===== src/sv/fbfl_pkg.sv =====
// ----------------------------------------------------------------------------
// fbfl_pkg
// Shared widths, codes and controller/datapath interface types for the
// fixed-size block free-list pool.
// ----------------------------------------------------------------------------
package fbfl_pkg;

  localparam int ADDR_W   = 48;  // buffer byte address
  localparam int BSIZE_W  = 25;  // block size register
  localparam int CNT_W    = 11;  // block counts
  localparam int BYTES_W  = 35;  // byte totals
  localparam int PROD_W   = BSIZE_W + CNT_W;
  localparam int KIND_W   = 2;
  localparam int STAT_W   = 2;
  localparam int CFG_IDX_W = 2;

  localparam int DEF_MAX_BLOCKS = 1024;

  localparam logic [ADDR_W-1:0]  RST_POOL_BASE    = '0;
  localparam logic [BSIZE_W-1:0] RST_BLOCK_SIZE   = BSIZE_W'(4096);
  localparam logic [CNT_W-1:0]   RST_TOTAL_BLOCKS = '0;

  typedef enum logic [KIND_W-1:0] {
    KIND_GET   = 2'd0,
    KIND_PUT   = 2'd1,
    KIND_FLUSH = 2'd2,
    KIND_NONE  = 2'd3
  } kind_t;

  typedef enum logic [STAT_W-1:0] {
    STAT_OK    = 2'd0,
    STAT_EMPTY = 2'd1,
    STAT_FULL  = 2'd2
  } status_t;

  typedef enum logic [CFG_IDX_W-1:0] {
    REG_POOL_BASE    = 2'd0,
    REG_BLOCK_SIZE   = 2'd1,
    REG_TOTAL_BLOCKS = 2'd2
  } cfg_reg_t;

  typedef enum logic [1:0] {
    S_IDLE  = 2'd0,
    S_FLUSH = 2'd1,
    S_CALC  = 2'd2,
    S_DONE  = 2'd3
  } state_t;

  // controller -> datapath
  typedef struct packed {
    logic    pop;
    logic    push;
    logic    flush_start;
    logic    flush_step;
    logic    flush_end;
    logic    calc;
    logic    load_out;
    logic    use_rd;
    status_t status;
  } fbfl_cmd_t;

  // datapath -> controller
  typedef struct packed {
    logic empty;
    logic full;
    logic flush_done;
    logic out_free;
  } fbfl_sts_t;

endpackage


===== src/sv/fbfl_ctrl.sv =====
// ----------------------------------------------------------------------------
// fbfl_ctrl
// Sequencer for the free-list pool: decodes each request, drives the
// datapath through pop/push/flush, byte-count and result-load steps.
// ----------------------------------------------------------------------------
module fbfl_ctrl (
  input  logic                         clk,
  input  logic                         rst,
  input  logic                         in_valid,
  output logic                         in_ready,
  input  logic [fbfl_pkg::KIND_W-1:0]  kind,
  input  fbfl_pkg::fbfl_sts_t          sts,
  output fbfl_pkg::fbfl_cmd_t          cmd
);
  import fbfl_pkg::*;

  state_t  state, state_next;
  status_t status_q, status_next;
  logic    use_rd_q, use_rd_next;
  logic    accept;

  assign in_ready = (state == S_IDLE);
  assign accept   = in_valid && in_ready;

  always_ff @(posedge clk) begin
    if (rst) begin
      state    <= S_IDLE;
      status_q <= STAT_OK;
      use_rd_q <= 1'b0;
    end else begin
      state    <= state_next;
      status_q <= status_next;
      use_rd_q <= use_rd_next;
    end
  end

  // next state
  always_comb begin
    state_next = state;
    unique case (state)
      S_IDLE: begin
        if (accept) begin
          state_next = (kind_t'(kind) == KIND_FLUSH) ? S_FLUSH : S_CALC;
        end
      end
      S_FLUSH: begin
        if (sts.flush_done) state_next = S_CALC;
      end
      S_CALC: state_next = S_DONE;
      S_DONE: begin
        if (sts.out_free) state_next = S_IDLE;
      end
    endcase
  end

  // outputs
  always_comb begin
    cmd         = '0;
    cmd.status  = status_q;
    cmd.use_rd  = use_rd_q;
    status_next = status_q;
    use_rd_next = use_rd_q;
    unique case (state)
      S_IDLE: begin
        if (accept) begin
          status_next = STAT_OK;
          use_rd_next = 1'b0;
          unique case (kind_t'(kind))
            KIND_GET: begin
              if (sts.empty) begin
                status_next = STAT_EMPTY;
              end else begin
                cmd.pop     = 1'b1;
                use_rd_next = 1'b1;
              end
            end
            KIND_PUT: begin
              if (sts.full) status_next = STAT_FULL;
              else          cmd.push    = 1'b1;
            end
            KIND_FLUSH: cmd.flush_start = 1'b1;
            KIND_NONE:  ;
          endcase
        end
      end
      S_FLUSH: begin
        if (sts.flush_done) cmd.flush_end  = 1'b1;
        else                cmd.flush_step = 1'b1;
      end
      S_CALC: cmd.calc = 1'b1;
      S_DONE: cmd.load_out = sts.out_free;
    endcase
  end

endmodule


===== config.mk =====
export PLATFORM = sky130hd
export DESIGN_NAME = fbfl_ctrl
export DESIGN_NICKNAME = d
export VERILOG_FILES = /design/src/sv/fbfl_pkg.sv /design/src/sv/fbfl_ctrl.sv
export SDC_FILE = /design/constraint.sdc
export NUM_CORES = 1
export LEC_CHECK = 0
export BUFFER_PORTS_ARGS = -buffer_cell sky130_fd_sc_hd__buf_2
export CAP_MARGIN = 20
export CELL_PAD_IN_SITES_DETAIL_PLACEMENT = 1
export CELL_PAD_IN_SITES_GLOBAL_PLACEMENT = 1
export CORE_AREA = 2 2 39 41
export DETAILED_ROUTE_END_ITERATION = 8
export DIE_AREA = 0 0 41 43
export PLACE_DENSITY = 0.78
export SLEW_MARGIN = 20
export SYNTH_ARGS = -nofsm -noshare
export SYNTH_HDL_FRONTEND = slang
export SYNTH_SLANG_ARGS = --single-unit

===== constraint.sdc =====
create_clock -name clk -period 3.2 [get_ports clk]
set_input_delay 0.32 -clock clk [delete_from_list [all_inputs] [get_ports clk]]
set_output_delay 0.32 -clock clk [all_outputs]
set_load 0.05 [all_outputs]

# Yosys cells after proc, flatten, opt, wreduce, memory -nomap -nowiden
# Cells that the tools add are included.
[word_totals] reg_bits=5
[classes] eq_ne=8 reduce_logical=5 mux=20
[op_table] cell="two-way mux 2 bit" count=6
[op_table] cell="two-way mux 1 bit" count=10
[op_table] cell="case mux 2 bit (4 select lines)" count=1
[op_table] cell="== test 2 bit (second input constant)" count=3
[op_table] cell="two-way mux 3 bit" count=2
[op_table] cell="== test 2 x 1 -> 1 bit (second input constant)" count=2
[op_table] cell="zero test 2 bit" count=2
[op_table] cell="!= test 2 bit (second input constant)" count=2
[op_table] cell="case mux 2 bit (2 select lines)" count=1
[op_table] cell="AND reduction 3 bit" count=1
[op_table] cell="!= test 2 x 1 -> 1 bit (second input constant)" count=1
[op_table] cell="AND reduction 2 bit" count=1
[op_table] cell="logical AND 1 bit" count=1

# Logic depth before layout (Yosys ltp)
# Gate-level depths: netlist of run 1.
[depth] depth_word=4 ltp_mapped=5

# Least setup slack after synthesis of run 1
# No wires, ideal clock.
[synth_timing] kind="register to output" from="register state[0]" to="output port cmd[7] (netlist name)" required_ps=2880 path_buffers=0 stages_incl_launch_ff=5 arrival_time_ps=2294 path_slack_ps=586 path_cell_list="dfxtp_1 -> inv_1 -> ha_1 -> nand2_2 -> nor3b_1"
[synth_lines] item="start: declaration" line="fbfl_ctrl.sv:17" rtl="state_t state, state_next;"
[synth_lines] item="start signal: assignment" line="fbfl_ctrl.sv:31" rtl="state <= state_next;"
[synth_lines] item="end: declaration" line="fbfl_ctrl.sv:13" rtl="output fbfl_pkg::fbfl_cmd_t cmd"

==> results_dict.tcl, run 1 <==
set metrics [dict create \
    core_um2 1384 \
    antenna_found_initial 0 \
    dp_hpwl_um 704 \
    finalHoldViolations 0 \
    arrival_ns 1.79 \
    clk_latency_ns 0.25 \
    status "completed" \
    fin_hold_ws_ns 0.3090 \
    first_global_vias 367 \
    postCtsHoldBufs 0 \
    setup_tns_ns 0 \
    hold_class "input port to register" \
    syn_to_final_growth_pct 37.68 \
    ys_ff_latch 5 \
    reg2reg_from "state[0]" \
    drive_gt1_frac 0.3906 \
    rsz0062_at_grt "false" \
    die_h_um 43 \
    setup_viol 0 \
    rr_worst_depth 5 \
    hp-start "rst" \
    r2r_end "state[1]" \
    grt.total_usage 0.1202 \
    worstPathRequired_ns 2.88 \
    critical_path_class "register to output port" \
    max_freq_mhz 475.0 \
    die_area_um2 1763 \
    num_rows 14 \
    post-route-min-period_ns 2.105 \
    whs_path_depth 2 \
    cts_root_buf "clkbuf_4" \
    cts_sinks 5 \
    final_cells 80 \
    diodes 0 \
    yosys_warnings 0 \
    syn_avg_cell_area_um2 8.461 \
    slew_headroom 0.8146 \
    initial_utilization 0.2568 \
    end_kind "output port" \
    place.gp.congestion 0.7224 \
    via_per_inst 4.638 \
    synthCells 42 \
    wl_per_cell_um 10.90 \
    final_cell_mix "buf_2, ha_1, dfxtp_1, inv_1, a21oi_1" \
    overflow 0 \
    grt_max_degree 8 \
    io_pins 20 \
    wl_um 872 \
    route.vias.total 371 \
    path_clk_slew_ns 0.05 \
    skew_ns 0.005963 \
    die_x_um 41 \
    synthDistinctLibCells 20 \
    port_buffers 19 \
    post-place-cells 76 \
    cts_tree "done" \
    nNetsFinal 79 \
    cts.repair.resized 0 \
    cts_inserted_buffers 3 \
    mostFrequentLayoutCell "buf_2" \
    period_share 0.6579 \
    postRouteAntennaNets 0 \
    critPathLaunchType "register" \
    cts_setup_buffers 0 \
    finalMaxSlewViolations 0 \
    drt_iter0_drc 1 \
    r2r_slack_ns 1.54 \
    dr.pass1.iters 4 \
    cap_violations 0 \
    finish.instance_area_um2 489.2 \
    tightest_slew_ns 0.2759 \
    ys_seq_area_frac 0.2817 \
    drc_errors 0 \
    vdd_drop_max_uv 185.1 \
    synth_area_um2 355.3 \
    hold_end "status_q[1]" \
    grt_pass1_wl_mm 1.386 \
    power.density_nw_per_um2 805.6 \
    leakage_uw 0.0002574 \
    clockBufferDepth 2 \
    place_area_um2 462.9 \
    h-tree-depth 1 \
    layout.core_utilization 0.3535 \
    worst-path-max-fanout 7 \
    synthesis.nets 56 \
]
==> cell usage after synthesis <==
master / number / area, um2
nand2_2: 1 / 6.260
o31a_1: 1 / 8.760
nand4_1: 1 / 6.260
nor3b_1: 2 / 15.01
and3b_1: 1 / 8.760
buf_4: 1 / 7.510
or4b_1: 1 / 10.01
dfxtp_1: 5 / 100.1
mux2_2: 1 / 11.26
a21oi_1: 4 / 20.02
and2_1: 2 / 12.51
a211oi_1: 1 / 7.510
and2b_2: 1 / 8.760
nor2b_1: 3 / 18.77
nor3_1: 2 / 10.01
or4_1: 1 / 7.510
nand2_1: 3 / 11.26
ha_1: 5 / 62.56
inv_1: 4 / 15.01
nor2_1: 2 / 7.510
==> critical path, stage by stage, from the launching register on <==
cell	delay (ns)
dfxtp_1	0.32
inv_1	0.12
ha_1	0.22
nand2_2	0.11
or4_1	0.44
inv_1	0.07
buf_2	0.25
==> sequential cells by signal, summed over array words and instances, names as in the netlist <==
name,cells
state,2
status_q,2
use_rd_q,1
==> layer usage <==
metal / wire, um / global-route usage / up-vias
met5: 0 / 0 / -
met1: 361 / 0.1214 / 168
li1: - / - / 185
met4: 29 / 0.1400 / 0
met3: 37 / 0.01571 / 3
met2: 444 / 0.1813 / 15
==> per-stage QoR <==
stage	setup WS, ns	power, uW
floorplan	0.5863	273.6
global placement	1.377	315.0
detailed placement	1.341	319.0
CTS	1.069	403.1
global route	0.9227	422.6
finish	1.095	394.1
==> how the worst max path moves through the flow <==
stage	startpoint	to	cells past startpoint
after floorplan	state[0]	cmd[7]	4
after global placement	state[0]	cmd[9]	6
after detailed placement	state[0]	cmd[9]	6
after CTS	state[0]	cmd[9]	6
after global routing	state[0]	cmd[9]	6
final	state[0]	cmd[9]	6
==> cell families after synthesis <==
family | share of synthesized area
buf+inv | 0.06338
fa+ha+maj | 0.1761
simple gates | 0.3451
flops | 0.2817
mux | 0.03169
compound gates | 0.1021
==> area by class of cell <==
type                    instances  area, um2
clock buffers                   4      26.28
fillers                       176      894.6
inverters                       4      15.01
multi-input cells              32      232.7
flip-flops and latches          5      100.1
well taps                      16      20.02
repair buffers                 19      95.09
==> power by group <==
part | total [uW] | leakage, uW | switching (uW) | internal [uW]
logic | 233 | 0.000202 | 161 | 71.6
clock network | 77.2 | 0.0000150 | 29.8 | 47.4
registers | 84.3 | 0.0000409 | 9.15 | 75.1
total | 394 | 0.000257 | 200 | 194
Note: power is estimated with default switching activity, not from simulation.
==> inputs of run 2 (changes only) <==
--- a/config.mk
+++ b/config.mk
@@ -9,10 +9,10 @@
 export CAP_MARGIN = 20
 export CELL_PAD_IN_SITES_DETAIL_PLACEMENT = 1
 export CELL_PAD_IN_SITES_GLOBAL_PLACEMENT = 1
-export CORE_AREA = 2 2 39 41
+export CORE_AREA = 2 2 40 42
 export DETAILED_ROUTE_END_ITERATION = 8
-export DIE_AREA = 0 0 41 43
-export PLACE_DENSITY = 0.78
+export DIE_AREA = 0 0 42 44
+export PLACE_DENSITY = 0.75
 export SLEW_MARGIN = 20
 export SYNTH_ARGS = -nofsm -noshare
 export SYNTH_HDL_FRONTEND = slang
==> constraint.sdc (replaced) <==
create_clock -name clk -period 2.1 [get_ports clk]
set_input_delay 0.21 -clock clk [delete_from_list [all_inputs] [get_ports clk]]
set_output_delay 0.21 -clock clk [all_outputs]
set_load 0.05 [all_outputs]
==> run 2 against run 1 <==
Die area is 4.8% higher. Final cell count stayed put. Critical path type unchanged. Global-route usage is 1.3 points lower. Highest routed layer is now met3. Combinational power is 56% higher. Critical endpoint unchanged. Clock-buffer cell count stayed put.
==> results_dict.tcl, run 2 (synthesis gave the netlist of run 1 again) <==
set metrics [dict create \
    routed.top_layer "met3" \
    num_rows 14 \
    io_pins 20 \
    vdd_drop_max_uv 285.0 \
    first_global_vias 367 \
    cts_tree "done" \
    dr.pass1.iters 2 \
    worst_path_max_delay_cell "or4_1" \
    top_regs "state x2, status_q x2, use_rd_q x1" \
    dr_wl_met3_um 30 \
    wl_per_cell_um 11.23 \
    core_um2 1419 \
    dp_hpwl_um 703 \
    antenna_found_initial 0 \
    h-tree-depth 1 \
    finalMaxSlewViolations 0 \
    clk_latency_ns 0.24 \
    nNetsFinal 79 \
    critPathLaunchType "register" \
    cap_violations 0 \
    die_x_um 42 \
    met2_length_um 485 \
    die_area_um2 1848 \
    cts.repair.resized 0 \
    end_kind "output port" \
    slew_headroom 0.7701 \
    cts_inserted_buffers 3 \
    post-place-cells 76 \
    max_stage_delay_ns 0.44 \
    power.density_nw_per_um2 1219 \
    syn_to_final_growth_pct 39.08 \
    route.vias.total 364 \
    worstPathRequired_ns 1.89 \
    cp_common_cell "inv_1" \
    max_freq_mhz 518.1 \
    drt_iter0_drc 3 \
    wl_um 898 \
    drive_gt1_frac 0.4219 \
    overflow 0 \
    postCtsHoldBufs 0 \
    grt.total_usage 0.1071 \
    hold_class "input port to register" \
    post-route-min-period_ns 1.930 \
    path_cells "inv_1 > ha_2 > nand2_2 > or4_1 > inv_1 > clkbuf_4" \
    cts_root_buf "clkbuf_4" \
    drt-met1-wl_um 382 \
    cts_setup_buffers 0 \
    path_clk_slew_ns 0.05 \
    rsz0062_at_grt "false" \
    status "completed" \
    drc_errors 0 \
    critical_path_class "register to output port" \
    leakage_uw 0.0002556 \
    period_share 0.9192 \
    clockBufferDepth 2 \
    die_h_um 44 \
    setup_viol 0 \
    finalHoldViolations 0 \
    grt_max_degree 8 \
    via_per_inst 4.550 \
    tightest_slew_ns 0.3423 \
    place.gp.congestion 0.6718 \
    port_buffers 19 \
    final_cells 80 \
    arrival_ns 1.72 \
    initial_utilization 0.2504 \
    diodes 0 \
    grt_pass1_wl_mm 1.476 \
    skew_ns 0.004690 \
    cts_sinks 5 \
    fin_hold_ws_ns 0.2209 \
    mostFrequentLayoutCell "buf_2" \
    postRouteAntennaNets 0 \
    worst-path-max-fanout 7 \
    final_cell_mix "buf_2, dfxtp_1, a21oi_1, ha_1, clkbuf_4" \
]
==> run 2: worst paths after layout <==
check,from,endpoint,slack (ns),cells after the start
min,rst,status_q[1],0.22,2
min reg2reg,use_rd_q,use_rd_q,0.46,2
max,state[1],cmd[9],0.17,6
max reg2reg,state[0],state[1],0.45,5
==> run 2: routing by layer <==
layer / vias up / global-route usage
met3: 0 / 0.02500
li1: 189 / -
met5: - / 0
met2: 8 / 0.1813
met1: 167 / 0.1181
met4: 0 / 0.07742
==> run 2: area by class of cell <==
class | instances | area (um2)
timing repair buffer | 19 | 97.59
sequential | 5 | 100.1
tap | 16 | 20.02
clock buffer | 4 | 26.28
multi-input combinational | 32 | 235.2
fill | 182 | 924.6
inverter | 4 | 15.01
==> run 2: power breakdown <==
group	internal, uW	switching (uW)	total (uW)
registers	115	14.4	129
clock network	71.8	39.2	111
logic	113	249	363
total	299	303	603
==> run 2: metrics by stage <==
step | setup TNS (ns) | util | area [um2] | power [uW] | setup slack [ns]
6_report | 0 | 0.3483 | 494.2 | 602.6 | 0.1697
5_1_grt | 0 | 0.3483 | 494.2 | 653.5 | 0.02434
4_1_cts | 0 | 0.3448 | 489.2 | 605.4 | 0.08289
3_5_place_dp | 0 | 0.3263 | 462.9 | 485.5 | 0.3589
3_3_place_gp | 0 | 0.3263 | 462.9 | 481.0 | 0.3846
2_1_floorplan | -0.8074 | - | 355.3 | 416.9 | -0.4037
==> run 2: critical path, delay by kind of cell (launching register included) <==
family | cells | cell delay, ns
DFF | 1 | 0.32
adders and majority gates | 1 | 0.22
and+or+nand+nor | 2 | 0.54
buffers and inverters | 3 | 0.41
==> inputs of run 3 (changes only) <==
==> constraint.sdc (replaced) <==
create_clock -name clk -period 2.1 [get_ports clk]
set_input_delay 0.21 -clock clk [delete_from_list [all_inputs] [get_ports clk]]
set_output_delay 0.21 -clock clk [all_outputs]
set_load 0.01 [all_outputs]
==> run 3 against run 2 <==
Combinational power shrank 31%. Non-clock buffer count is the same. Critical path type unchanged. Cell area shrank 1.0%. Fmax grew 0.85%. Global-route usage grew 0.69 points. Clock skew grew 0.0039 ns. Total power shrank 17%. Utilization shrank 0.35 points. Worst setup slack gained 0.016 ns. Critical path depth is the same. Routed wire length grew 6.6%. Sequential power is essentially flat.
==> results_dict.tcl, run 3 (synthesis gave the netlist of run 1 again) <==
set metrics [dict create \
    place_area_um2 462.9 \
    path_clk_slew_ns 0.05 \
    cts_root_buf "clkbuf_4" \
    max_stage_delay_ns 0.46 \
    reg2reg_from "state[0]" \
    postCtsHoldBufs 0 \
    cp_common_cell "inv_1" \
    finalMaxSlewViolations 0 \
    cts.repair.resized 0 \
    final_cell_mix "buf_2, ha_1, dfxtp_1, inv_1, a21oi_1" \
    max_freq_mhz 522.5 \
    post-route-min-period_ns 1.914 \
    hold_class "input port to register" \
    cts_inserted_buffers 3 \
    clk_latency_ns 0.26 \
    via_per_inst 4.675 \
    status "completed" \
    place.gp.congestion 0.7308 \
    tightest_slew_ns 0.3470 \
    wl_per_cell_um 11.96 \
    setup_tns_ns 0 \
    finalHoldViolations 0 \
    period_share 0.9114 \
    cts_sinks 5 \
    diodes 0 \
    arrival_ns 1.70 \
    worstPathBufferInverterCount 3 \
    postRouteAntennaNets 0 \
    cp_top_family "simple AND/OR/NAND/NOR gates" \
    leakage_uw 0.0002574 \
    cts_setup_buffers 0 \
    overflow 0 \
    power.density_nw_per_um2 1018 \
    dr.pass1.iters 1 \
    r2r_slack_ns 0.38 \
    grt_pass1_wl_mm 1.511 \
    slew_headroom 0.7669 \
    clockBufferDepth 2 \
    die_area_um2 1848 \
    worst-path-max-fanout 7 \
    whs_path_depth 2 \
    layout.core_utilization 0.3448 \
    rsz0062_at_grt "false" \
    rr_worst_depth 5 \
    skew_ns 0.008634 \
    dp_hpwl_um 724.4 \
    grt.total_usage 0.1140 \
    worst_path_max_delay_cell "or4_1" \
    worstPathRequired_ns 1.89 \
    grt_max_degree 8 \
    hp-start "rst" \
    hold_end "status_q[1]" \
    drc_errors 0 \
    h-tree-depth 1 \
    cap_violations 0 \
    syn_to_final_growth_pct 37.68 \
    top_regs "state x2, status_q x2, use_rd_q x1" \
    drt_iter0_drc 0 \
    r2r_end "state[1]" \
    power_uw 497.9 \
    mostFrequentLayoutCell "buf_2" \
    wl_um 957 \
    critical_path_class "register to output port" \
    finish.instance_area_um2 489.2 \
    end_kind "output port" \
    critPathLaunchType "register" \
    core_um2 1419 \
    path_cells "inv_1 > ha_1 > nand2_2 > or4_1 > inv_1 > buf_2" \
    port_buffers 19 \
    antenna_found_initial 0 \
    die_h_um 44 \
    cts_tree "done" \
    initial_utilization 0.2504 \
    nNetsFinal 79 \
    vdd_drop_max_uv 223.0 \
    first_global_vias 372 \
    die_x_um 42 \
    setup_viol 0 \
    num_rows 14 \
    drive_gt1_frac 0.3906 \
    route.vias.total 374 \
    io_pins 20 \
]
run 3: cell types whose count changed in the layout (fill, tap and decap cells not counted):
| cell | change |
|---|---|
| ha_2 | -1 |
| inv_2 | -1 |
| ha_1 | +1 |
| inv_1 | +1 |
| buf_2 | +1 |
| clkbuf_4 | -1 |
run 3: how the worst max path moves through the flow:
stage / start / slack [ns] / to / cells after the start
floorplan: state[0] / 0.51 / state[1] / 5
global placement: state[0] / 0.43 / state[1] / 5
detailed placement: state[0] / 0.42 / state[1] / 5
CTS: state[0] / 0.17 / cmd[9] / 6
global route: state[0] / 0.04 / cmd[9] / 6
finish: state[0] / 0.19 / cmd[9] / 6
run 3: area by class of cell:
| class | count | area, um2 |
|---|---|---|
| flip-flops and latches | 5 | 100.1 |
| well taps | 16 | 20.02 |
| fillers | 186 | 929.6 |
| multi-input cells | 32 | 232.7 |
| clock buffers | 4 | 26.28 |
| inverters | 4 | 15.01 |
| repair buffers | 19 | 95.09 |
run 3: metrics by stage:
| stage | setup slack (ns) | hold WS, ns | instances |
|---|---|---|---|
| after floorplan | 0.5100 | 0.2791 | 42 |
| after global placement | 0.4256 | 0.4476 | 76 |
| after detailed placement | 0.4232 | 0.4453 | 76 |
| after CTS | 0.1722 | 0.1970 | 80 |
| after global routing | 0.03691 | 0.2148 | 80 |
| final | 0.1861 | 0.2004 | 80 |
run 3: power breakdown:
part | internal (uW) | switching (uW)
clock network | 72.4 | 47.4
registers | 114 | 13.1
logic | 109 | 141
total | 296 | 202
run 3: per-layer routing:
layer  wire length [um]  share of wire  GRT usage  vias up
li1                   -              -          -      186
met4                 23          0.024     0.1161        0
met1                348           0.36     0.1003      174
met3                 38          0.040    0.01250        3
met5                  0              0          0        -
met2                546           0.57     0.2188       11
run 3: worst register-to-register path, cell delays in order, from the launching register on:
cell,delay (ns)
dfxtp_1,0.35
inv_1,0.10
ha_1,0.25
and2b_2,0.22
nor3_1,0.32
mux2_2,0.37
